--- src/design/i2cms_pkg.sv ---
// Package: shared types, status codes, control masks and register map of the I2C status sequencer.
`timescale 1ns / 1ps

package i2cms_pkg;

    localparam int BUF_DEPTH_DEF = 32;

    // register map
    localparam int PADDR_W = 4;
    localparam int PDATA_W = 32;
    localparam logic [1:0] REG_SLAVE_ADDR = 2'd0;
    localparam logic [1:0] REG_XFER_LEN   = 2'd1;
    localparam logic [1:0] REG_NOTIFY_EN  = 2'd2;

    // request types
    localparam logic [1:0] REQ_STATUS = 2'd0;
    localparam logic [1:0] REQ_BUF_WR = 2'd1;
    localparam logic [1:0] REQ_BUF_RD = 2'd2;
    localparam logic [1:0] REQ_CLEAR  = 2'd3;

    // controller status codes
    localparam logic [7:0] ST_BUS_ERR    = 8'd0;
    localparam logic [7:0] ST_START      = 8'd8;
    localparam logic [7:0] ST_RSTART     = 8'd16;
    localparam logic [7:0] ST_SLA_W_ACK  = 8'd24;
    localparam logic [7:0] ST_SLA_W_NACK = 8'd32;
    localparam logic [7:0] ST_TX_ACK     = 8'd40;
    localparam logic [7:0] ST_TX_NACK    = 8'd48;
    localparam logic [7:0] ST_ARB_LOST   = 8'd56;
    localparam logic [7:0] ST_SLA_R_ACK  = 8'd64;
    localparam logic [7:0] ST_SLA_R_NACK = 8'd72;
    localparam logic [7:0] ST_RX_ACK     = 8'd80;
    localparam logic [7:0] ST_RX_NACK    = 8'd88;

    // control register masks
    localparam logic [7:0] MSK_50 = 8'h50;
    localparam logic [7:0] MSK_28 = 8'h28;
    localparam logic [7:0] MSK_40 = 8'h40;
    localparam logic [7:0] MSK_18 = 8'h18;
    localparam logic [7:0] MSK_38 = 8'h38;
    localparam logic [7:0] MSK_60 = 8'h60;
    localparam logic [7:0] MSK_44 = 8'h44;
    localparam logic [7:0] MSK_1C = 8'h1C;

    typedef struct packed {
        logic [1:0] req_type;
        logic [7:0] status_code;
        logic [7:0] rx_byte;
        logic [4:0] buf_index;
        logic [7:0] buf_data;
    } in_item_t;

    typedef struct packed {
        logic [7:0] set_bits;
        logic [7:0] clear_bits;
        logic       tx_valid;
        logic [7:0] tx_byte;
        logic       notify;
        logic [7:0] notify_code;
        logic       data_good;
        logic [7:0] read_byte;
        logic       overrun;
    } out_item_t;

endpackage

--- src/design/i2cms_ram.sv ---
// Generic single-clock RAM: one write port, one read port with registered read data.
`timescale 1ns / 1ps

module i2cms_ram #(
    parameter int WIDTH = 8,
    parameter int DEPTH = 32,
    localparam int ADDR_W = (DEPTH > 1) ? $clog2(DEPTH) : 1
) (
    input  logic              aclk,
    input  logic              we,
    input  logic [ADDR_W-1:0] waddr,
    input  logic [WIDTH-1:0]  wdata,
    input  logic              re,
    input  logic [ADDR_W-1:0] raddr,
    output logic [WIDTH-1:0]  rdata
);

    logic [WIDTH-1:0] mem [DEPTH];
    logic [WIDTH-1:0] rdata_reg;

    always_ff @(posedge aclk) begin
        if (we) begin
            mem[waddr] <= wdata;
        end
        if (re) begin
            rdata_reg <= mem[raddr];
        end
    end

    assign rdata = rdata_reg;

endmodule

--- src/design/i2c_master_status_sequencer_top.sv ---
// An accepted item is registered in stage 1, then in the output register, which drives m_valid.
// Throughput: one item per cycle unless m_ready stalls the output; the buffer RAM is written
// and read at the accept edge, so a back-to-back item reads the entry that the item before it wrote.
// A stalled result is held in the output register while one more item waits in stage 1.
// Reset (aresetn low, synchronous) clears position, running sum, good flag, slave address,
// notify enable and all valids and sets the length to 1; buffer contents stay undefined until written.
`timescale 1ns / 1ps

module i2c_master_status_sequencer_top #(
    parameter int BUF_DEPTH = i2cms_pkg::BUF_DEPTH_DEF
) (
    input  logic                           aclk,
    input  logic                           aresetn,
    // input item channel
    input  logic                           s_valid,
    output logic                           s_ready,
    input  i2cms_pkg::in_item_t            s_payload,
    // result channel
    output logic                           m_valid,
    input  logic                           m_ready,
    output i2cms_pkg::out_item_t           m_payload,
    // configuration port
    input  logic                           psel,
    input  logic                           penable,
    input  logic                           pwrite,
    input  logic [i2cms_pkg::PADDR_W-1:0]  paddr,
    input  logic [i2cms_pkg::PDATA_W-1:0]  pwdata,
    output logic [i2cms_pkg::PDATA_W-1:0]  prdata,
    output logic                           pready
);

    localparam int ADDR_W = (BUF_DEPTH > 1) ? $clog2(BUF_DEPTH) : 1;
    localparam int POS_W  = $clog2(BUF_DEPTH + 1);
    localparam int CMP_W  = (POS_W > 6) ? POS_W : 6;

    // ---------------- configuration ----------------
    logic [7:0] slave_addr_reg;
    logic [5:0] xfer_len_reg;
    logic       notify_en_reg;
    logic       cfg_wr;
    logic [1:0] cfg_idx;

    assign pready  = 1'b1;
    assign cfg_wr  = psel & penable & pwrite;
    assign cfg_idx = paddr[3:2];

    always_ff @(posedge aclk) begin
        if (!aresetn) begin
            slave_addr_reg <= 8'd0;
            xfer_len_reg   <= 6'd1;
            notify_en_reg  <= 1'b0;
        end else if (cfg_wr) begin
            case (cfg_idx)
                i2cms_pkg::REG_SLAVE_ADDR: slave_addr_reg <= pwdata[7:0];
                i2cms_pkg::REG_XFER_LEN:   xfer_len_reg   <= pwdata[5:0];
                i2cms_pkg::REG_NOTIFY_EN:  notify_en_reg  <= pwdata[0];
                default: ;
            endcase
        end
    end

    always_comb begin
        prdata = '0;
        case (cfg_idx)
            i2cms_pkg::REG_SLAVE_ADDR: prdata[7:0] = slave_addr_reg;
            i2cms_pkg::REG_XFER_LEN:   prdata[5:0] = xfer_len_reg;
            i2cms_pkg::REG_NOTIFY_EN:  prdata[0]   = notify_en_reg;
            default: prdata = '0;
        endcase
    end

    // ---------------- handshake ----------------
    logic      p1_valid_reg, p1_valid_next;
    logic      m_valid_reg, m_valid_next;
    logic      p1_move;
    logic      s_accept;

    assign p1_move       = p1_valid_reg & (~m_valid_reg | m_ready);
    assign s_ready       = ~p1_valid_reg | p1_move;
    assign s_accept      = s_valid & s_ready;
    assign p1_valid_next = s_accept | (p1_valid_reg & ~p1_move);
    assign m_valid_next  = p1_move | (m_valid_reg & ~m_ready);
    assign m_valid       = m_valid_reg;

    // ---------------- stage 0: decode and state update ----------------
    logic [POS_W-1:0]  pos_reg, pos_next, pos_inc;
    logic [7:0]        sum_reg, sum_next;
    logic              good_reg, good_next;
    logic [CMP_W-1:0]  pos_ext, len_ext, idx_ext, depth_ext;
    logic              pos_full, idx_ok, take_last, pos_eq_len, pos_after_eq;
    logic              do_take, do_give, tx_ram, rd_ram;
    logic              ram_we, ram_re;
    logic [ADDR_W-1:0] ram_waddr, ram_raddr;
    logic [7:0]        ram_wdata, ram_rdata;
    i2cms_pkg::out_item_t res0;

    assign pos_inc      = pos_reg + POS_W'(1);
    assign pos_ext      = CMP_W'(pos_reg);
    assign len_ext      = CMP_W'(xfer_len_reg);
    assign idx_ext      = CMP_W'(s_payload.buf_index);
    assign depth_ext    = CMP_W'(BUF_DEPTH);
    assign pos_full     = (pos_ext >= depth_ext);
    assign idx_ok       = (idx_ext < depth_ext);
    assign take_last    = (CMP_W'(pos_inc) == len_ext);
    assign pos_eq_len   = (pos_ext == len_ext);
    // position compared with length after the store (store skipped when full)
    assign pos_after_eq = pos_full ? pos_eq_len : take_last;

    always_comb begin
        res0      = '0;
        do_take   = 1'b0;
        do_give   = 1'b0;
        tx_ram    = 1'b0;
        rd_ram    = 1'b0;
        ram_we    = 1'b0;
        ram_re    = 1'b0;
        ram_waddr = pos_reg[ADDR_W-1:0];
        ram_raddr = pos_reg[ADDR_W-1:0];
        ram_wdata = s_payload.rx_byte;
        pos_next  = pos_reg;
        sum_next  = sum_reg;
        good_next = good_reg;

        case (s_payload.req_type)
            i2cms_pkg::REQ_STATUS: begin
                case (s_payload.status_code)
                    i2cms_pkg::ST_BUS_ERR: begin
                        res0.set_bits   = i2cms_pkg::MSK_50;
                        res0.clear_bits = i2cms_pkg::MSK_28;
                    end
                    i2cms_pkg::ST_START, i2cms_pkg::ST_RSTART: begin
                        res0.tx_valid   = 1'b1;
                        res0.tx_byte    = slave_addr_reg;
                        res0.set_bits   = i2cms_pkg::MSK_40;
                        res0.clear_bits = i2cms_pkg::MSK_18;
                    end
                    i2cms_pkg::ST_SLA_W_ACK: begin
                        do_give         = 1'b1;
                        res0.set_bits   = i2cms_pkg::MSK_40;
                        res0.clear_bits = i2cms_pkg::MSK_38;
                    end
                    i2cms_pkg::ST_SLA_W_NACK, i2cms_pkg::ST_TX_NACK,
                    i2cms_pkg::ST_SLA_R_NACK: begin
                        res0.notify     = 1'b1;
                        res0.set_bits   = i2cms_pkg::MSK_50;
                        res0.clear_bits = i2cms_pkg::MSK_28;
                    end
                    i2cms_pkg::ST_TX_ACK: begin
                        if (pos_eq_len) begin
                            res0.notify     = 1'b1;
                            res0.set_bits   = i2cms_pkg::MSK_50;
                            res0.clear_bits = i2cms_pkg::MSK_28;
                        end else begin
                            do_give         = 1'b1;
                            res0.set_bits   = i2cms_pkg::MSK_40;
                            res0.clear_bits = i2cms_pkg::MSK_38;
                        end
                    end
                    i2cms_pkg::ST_ARB_LOST: begin
                        res0.set_bits   = i2cms_pkg::MSK_60;
                        res0.clear_bits = i2cms_pkg::MSK_18;
                    end
                    i2cms_pkg::ST_SLA_R_ACK: begin
                        res0.set_bits   = i2cms_pkg::MSK_44;
                        res0.clear_bits = i2cms_pkg::MSK_38;
                    end
                    i2cms_pkg::ST_RX_ACK: begin
                        do_take = 1'b1;
                        if (pos_after_eq) begin
                            res0.set_bits   = i2cms_pkg::MSK_40;
                            res0.clear_bits = i2cms_pkg::MSK_1C;
                        end else begin
                            res0.set_bits   = i2cms_pkg::MSK_44;
                            res0.clear_bits = i2cms_pkg::MSK_18;
                        end
                    end
                    i2cms_pkg::ST_RX_NACK: begin
                        do_take         = 1'b1;
                        res0.notify     = 1'b1;
                        res0.set_bits   = i2cms_pkg::MSK_50;
                        res0.clear_bits = i2cms_pkg::MSK_28;
                    end
                    default: ;
                endcase
                res0.notify = res0.notify & notify_en_reg;
                if (res0.notify) begin
                    res0.notify_code = s_payload.status_code;
                end
            end
            i2cms_pkg::REQ_BUF_WR: begin
                if (idx_ok) begin
                    ram_we    = 1'b1;
                    ram_waddr = idx_ext[ADDR_W-1:0];
                    ram_wdata = s_payload.buf_data;
                end else begin
                    res0.overrun = 1'b1;
                end
            end
            i2cms_pkg::REQ_BUF_RD: begin
                if (idx_ok) begin
                    ram_re    = 1'b1;
                    rd_ram    = 1'b1;
                    ram_raddr = idx_ext[ADDR_W-1:0];
                end else begin
                    res0.overrun = 1'b1;
                end
            end
            default: begin
                pos_next  = '0;
                sum_next  = 8'd0;
                good_next = 1'b0;
            end
        endcase

        // fetch next transmit byte at the running position
        if (do_give) begin
            if (pos_full) begin
                res0.overrun = 1'b1;
            end else begin
                ram_re   = 1'b1;
                tx_ram   = 1'b1;
                pos_next = pos_inc;
            end
        end

        // store received byte; last byte of the transfer is the checksum
        if (do_take) begin
            if (pos_full) begin
                res0.overrun = 1'b1;
            end else begin
                ram_we   = 1'b1;
                pos_next = pos_inc;
                if (take_last) begin
                    if (sum_reg == s_payload.rx_byte) begin
                        good_next = 1'b1;
                    end
                end else begin
                    sum_next = sum_reg + s_payload.rx_byte;
                end
            end
        end

        res0.data_good = good_next;
        res0.tx_valid  = res0.tx_valid | tx_ram;
    end

    i2cms_ram #(
        .WIDTH (8),
        .DEPTH (BUF_DEPTH)
    ) u_buf_ram (
        .aclk  (aclk),
        .we    (ram_we & s_accept),
        .waddr (ram_waddr),
        .wdata (ram_wdata),
        .re    (ram_re & s_accept),
        .raddr (ram_raddr),
        .rdata (ram_rdata)
    );

    // ---------------- stage 1 and output register ----------------
    i2cms_pkg::out_item_t p1_item_reg;
    i2cms_pkg::out_item_t m_payload_reg;
    i2cms_pkg::out_item_t m_payload_next;
    logic                 p1_tx_ram_reg;
    logic                 p1_rd_ram_reg;

    always_ff @(posedge aclk) begin
        if (!aresetn) begin
            p1_valid_reg <= 1'b0;
            m_valid_reg  <= 1'b0;
            pos_reg      <= '0;
            sum_reg      <= 8'd0;
            good_reg     <= 1'b0;
        end else begin
            p1_valid_reg <= p1_valid_next;
            m_valid_reg  <= m_valid_next;
            if (s_accept) begin
                pos_reg  <= pos_next;
                sum_reg  <= sum_next;
                good_reg <= good_next;
            end
        end
    end

    // RAM read data holds while stage 1 stalls, since no new read is issued
    always_comb begin
        m_payload_next = p1_item_reg;
        if (p1_tx_ram_reg) begin
            m_payload_next.tx_byte = ram_rdata;
        end
        if (p1_rd_ram_reg) begin
            m_payload_next.read_byte = ram_rdata;
        end
    end

    always_ff @(posedge aclk) begin
        if (s_accept) begin
            p1_item_reg   <= res0;
            p1_tx_ram_reg <= tx_ram;
            p1_rd_ram_reg <= rd_ram;
        end
        if (p1_move) begin
            m_payload_reg <= m_payload_next;
        end
    end

    assign m_payload = m_payload_reg;

    // ---------------- assertions ----------------
    a_pos_bound: assert property (@(posedge aclk) disable iff (!aresetn)
        pos_reg <= POS_W'(BUF_DEPTH))
        else $error("position past buffer depth");

    a_stall_cause: assert property (@(posedge aclk) disable iff (!aresetn)
        !s_ready |-> (p1_valid_reg && m_valid_reg && !m_ready))
        else $error("input stalled without a full pipeline");

    a_clear: assert property (@(posedge aclk) disable iff (!aresetn)
        (s_accept && s_payload.req_type == i2cms_pkg::REQ_CLEAR)
        |=> (pos_reg == '0 && sum_reg == 8'd0 && !good_reg))
        else $error("clear item left position, sum or flag set");

    a_full_hold: assert property (@(posedge aclk) disable iff (!aresetn)
        (s_accept && pos_full && s_payload.req_type == i2cms_pkg::REQ_STATUS)
        |=> $stable(pos_reg))
        else $error("position moved while at depth");

    a_ram_one_use: assert property (@(posedge aclk) disable iff (!aresetn)
        s_accept |-> !(ram_we && ram_re))
        else $error("one item both wrote and read the buffer");

endmodule

--- config.mk ---
export PLATFORM = sky130hd
export DESIGN_NAME = i2c_master_status_sequencer_top
export DESIGN_NICKNAME = d
export VERILOG_FILES = /design/src/design/i2cms_pkg.sv /design/src/design/i2cms_ram.sv /design/src/design/i2c_master_status_sequencer_top.sv
export SDC_FILE = /design/constraint.sdc
export NUM_CORES = 1
export LEC_CHECK = 0
export ABC_AREA = 1
export BUFFER_PORTS_ARGS = -buffer_cell sky130_fd_sc_hd__buf_2
export CAP_MARGIN = 10
export CORE_UTILIZATION = 52
export DETAILED_ROUTE_END_ITERATION = 10
export GPL_TIMING_DRIVEN = 0
export PLACE_DENSITY_LB_ADDON = 0.1
export SYNTH_ARGS = -nofsm -noshare
export SYNTH_HDL_FRONTEND = slang
export SYNTH_HIERARCHICAL = 1
export SYNTH_SLANG_ARGS = --single-unit
--- constraint.sdc ---
create_clock -name aclk -period 8 [get_ports aclk]
set_input_delay 0 -clock aclk [delete_from_list [all_inputs] [get_ports aclk]]
set_output_delay 0 -clock aclk [all_outputs]
set_load 0.05 [all_outputs]
==> results.toml <==
[yosys]
syn_area_sq_mm = 0.0160
ys_async_sr_fraction_pct = 0
synthFlopType = "edfxtp_1"
ys_ff_latch = 360
avgSynthCellArea_sq_um = 10.5
synth_cell_types = 45
synth_seq_area_share_pct = 65.5
syn-instance-count = 1529
synth_edf_count = 328
synth_warnings = 6

[clock_network]
cts.reportedPaths.clkPinSlew_ns = 0.06
clkSinkCount = 360
ctsResizeCount = 0
post-cts-setup-buffers = 0
cts_tree = "built"
cts_buffers = 38
clock_path_buffers = 3
htreeDepth = 2
clockRootBuffer = "clkbuf_16"
insertion_delay_ns = 0.52

[placed_design]
place_area_sq_mm = 0.0173
pre_cts_ws_ns = 4.82
gp_congestion = 0.972
hpwl_um = 27800
portBuffers = 93

[power]
max-vdd-ir-drop_mv = 0.213
power_mw = 4.48
power.density_mw_per_mm2 = 238
p_leak_nw = 7.58

[outcome]
status = "finished clean"

[detailed_routing]
antenna_left = 0
vias_per_cell = 5.34
drt_first_iter_violations = 1038
drcViolationCount = 0
drt_pass1_iterations = 5
wire_per_inst_um = 18.7
routed_wl_um = 40100
vias = 11500

[setup_path]
path_max_fanout = 10
cp_num_buf_inv = 1
critical-path-top-delay-family = "simple AND/OR/NAND/NOR gates"
crit_required_ns = 8.14
cpPeakStageDelay_ns = 0.90
rr_startpoint = "m_valid"
cp-startpoint = "m_valid"
crit_type = "reg -> reg"
cp-start-kind = "flop"
crit_path_end_kind = "flop"
critical_path.slowest_cell = "nor2_1"
cp_cell_sequence = "nand3_1 -> nand2_1 -> clkbuf_1 -> a211oi_1 -> nand3_1 -> nor2_1"
crit_top_cell = "nand3_1"
critPathArrivalTime_ns = 3.42

[cells_and_area]
largest_reg_flops = 256
area_delta_synth_final_pct = 18.0
design_area_sq_mm = 0.0189
diodes = 0
num-fill-cells = 2394
final_nets = 1814
layout-drive-gt1-share_pct = 15.8

[floorplanning]
coreArea_sq_mm = 0.0300
start_util_pct = 53.4
die-area_sq_mm = 0.0315
rows = 63
pin_count = 153
fp.dieH_um = 177
fp.dieW_um = 177

[grt]
grt_pass1_vias = 10800
grt_start_max_net_pins = 33
grt_use_total_pct = 26.1
antenna_found_initial = 1
grt_pass1_wl_um = 61300
grt_remaining_overflow = 0

[worst_hold_path]
hp-start = "s_payload[28]"
min_path_type = "in -> reg"

[sta]
finalSetupViolCount = 0
min_period_over_period_pct = 41.1
clock_skew_ns = 0.0155
worst_slack_ns = 4.71
rsz0062_at_grt = "false"
hold_viol_final = 0
relSlewSlack_pct = 23.6
setup_tns_ns = 0
tightest_slew_ns = 1.14
period_minus_slack_ns = 3.29
fmax_mhz = 304
slew_viol_final = 0

[flow_run]
drv_cap = 0
[final cells by class]
type | instances | area, sq um | share of cell area (%)
Sequential cell | 360 | 10500 | 55.6
Multi-Input combinational cell | 1011 | 4590 | 24.3
Clock buffer | 43 | 991 | 5.25
Timing Repair Buffer | 126 | 918 | 4.86
Buffer | 100 | 723 | 3.83
Tap cell | 390 | 488 | 2.58
Inverter | 93 | 357 | 1.89
Clock inverter | 23 | 323 | 1.71
[tightest hold or removal path: cells and delay by family]
| family | cells | cell delay [ns] |
|---|---|---|
| buf+inv | 2 | 0.13 |
| simple gates | 3 | 0.20 |
| compound gates | 1 | 0.07 |
[per-stage QoR]
stage	instances	util (%)	hold WS, ns
6_report	2146	63.0	0.0371
5_1_grt	2146	63.0	0.0468
4_1_cts	2146	63.0	0.0221
3_5_place_dp	2056	57.9	0.258
3_3_place_gp	2047	57.1	0.254
2_1_floorplan	1564	-	0.130
[cell families after synthesis]
logic type	synth area share, %
other	0.0469
xor gates and xnor gates	0.602
AOI/OAI and AO/OA	3.13
and+or+nand+nor	22.6
buffers and inverters	6.74
DFF	65.5
adders and majority gates	0.829
muxes	0.563
[per-layer routing]
metal | vias up | part of all wire, % | global-route usage (%)
li1 | 5536 | - | -
met1 | 5365 | 45 | 38.4
met2 | 504 | 45 | 40.5
met3 | 56 | 8.5 | 4.35
met4 | 0 | 1.6 | 6.41
met5 | - | 0 | 0
[synthesized netlist by cell type (3+ instances only)]
cell type / n / area share, %
edfxtp_1: 328 / 62
xor2_1: 9 / 0.49
nand3_2: 3 / 0.19
nand2_1: 504 / 12
inv_2: 8 / 0.19
a211oi_1: 4 / 0.19
o22ai_1: 4 / 0.16
nand3_1: 231 / 7.2
inv_1: 82 / 1.9
clkbuf_1: 19 / 0.45
o21ai_0: 39 / 1.2
nand2_2: 3 / 0.12
nor2_2: 4 / 0.16
buf_4: 39 / 1.8
dfxtp_1: 32 / 4.0
buf_6: 24 / 1.7
nor3_1: 4 / 0.13
mux2_2: 8 / 0.56
nor2_1: 89 / 2.1
o21ai_1: 5 / 0.16
buf_2: 16 / 0.50
ha_1: 9 / 0.70
nand4_1: 3 / 0.12
a21oi_1: 34 / 1.1
[path summary, 6_finish.rpt]
kind | to | slack, ns | cells after the start
worst max-delay path | u_buf_ram/mem[2][7] | 4.71 | 6
worst min-delay path | m_payload_next[40] | 0.04 | 6
worst max register to register | u_buf_ram/mem[2][7] | 4.71 | 6
worst min register to register | m_payload[18] | 0.42 | 0
[where the power goes]
| group | switching (mW) | total [mW] | internal [mW] |
|---|---|---|---|
| logic | 0.374 | 0.530 | 0.156 |
| clock network | 0.702 | 1.85 | 1.15 |
| registers | 0.0110 | 2.11 | 2.09 |
[layout by cell type, fill, tap and decap left out, drive strengths merged, types with 2 or more instances in the layout]
master       count
nand2          509
edfxtp         328
nand3          236
buf            183
nor2            95
inv             92
clkbuf          62
o21ai           44
conb            37
a21oi           35
dfxtp           32
dlygate4sd3     24
clkinv          12
xor2             9
ha               9
mux2             8
bufinv           8
nor3             5
o22ai            4
a211oi           4
clkinvlp         4
nand4            3
xnor2            2
a31oi            2
[what timing repair did]
item	in CTS	in global routing
endpoints found under the setup margin	0	0
hold buffers	24	0
hold endpoints to repair	40	0
(Power assumes the default switching activity.)
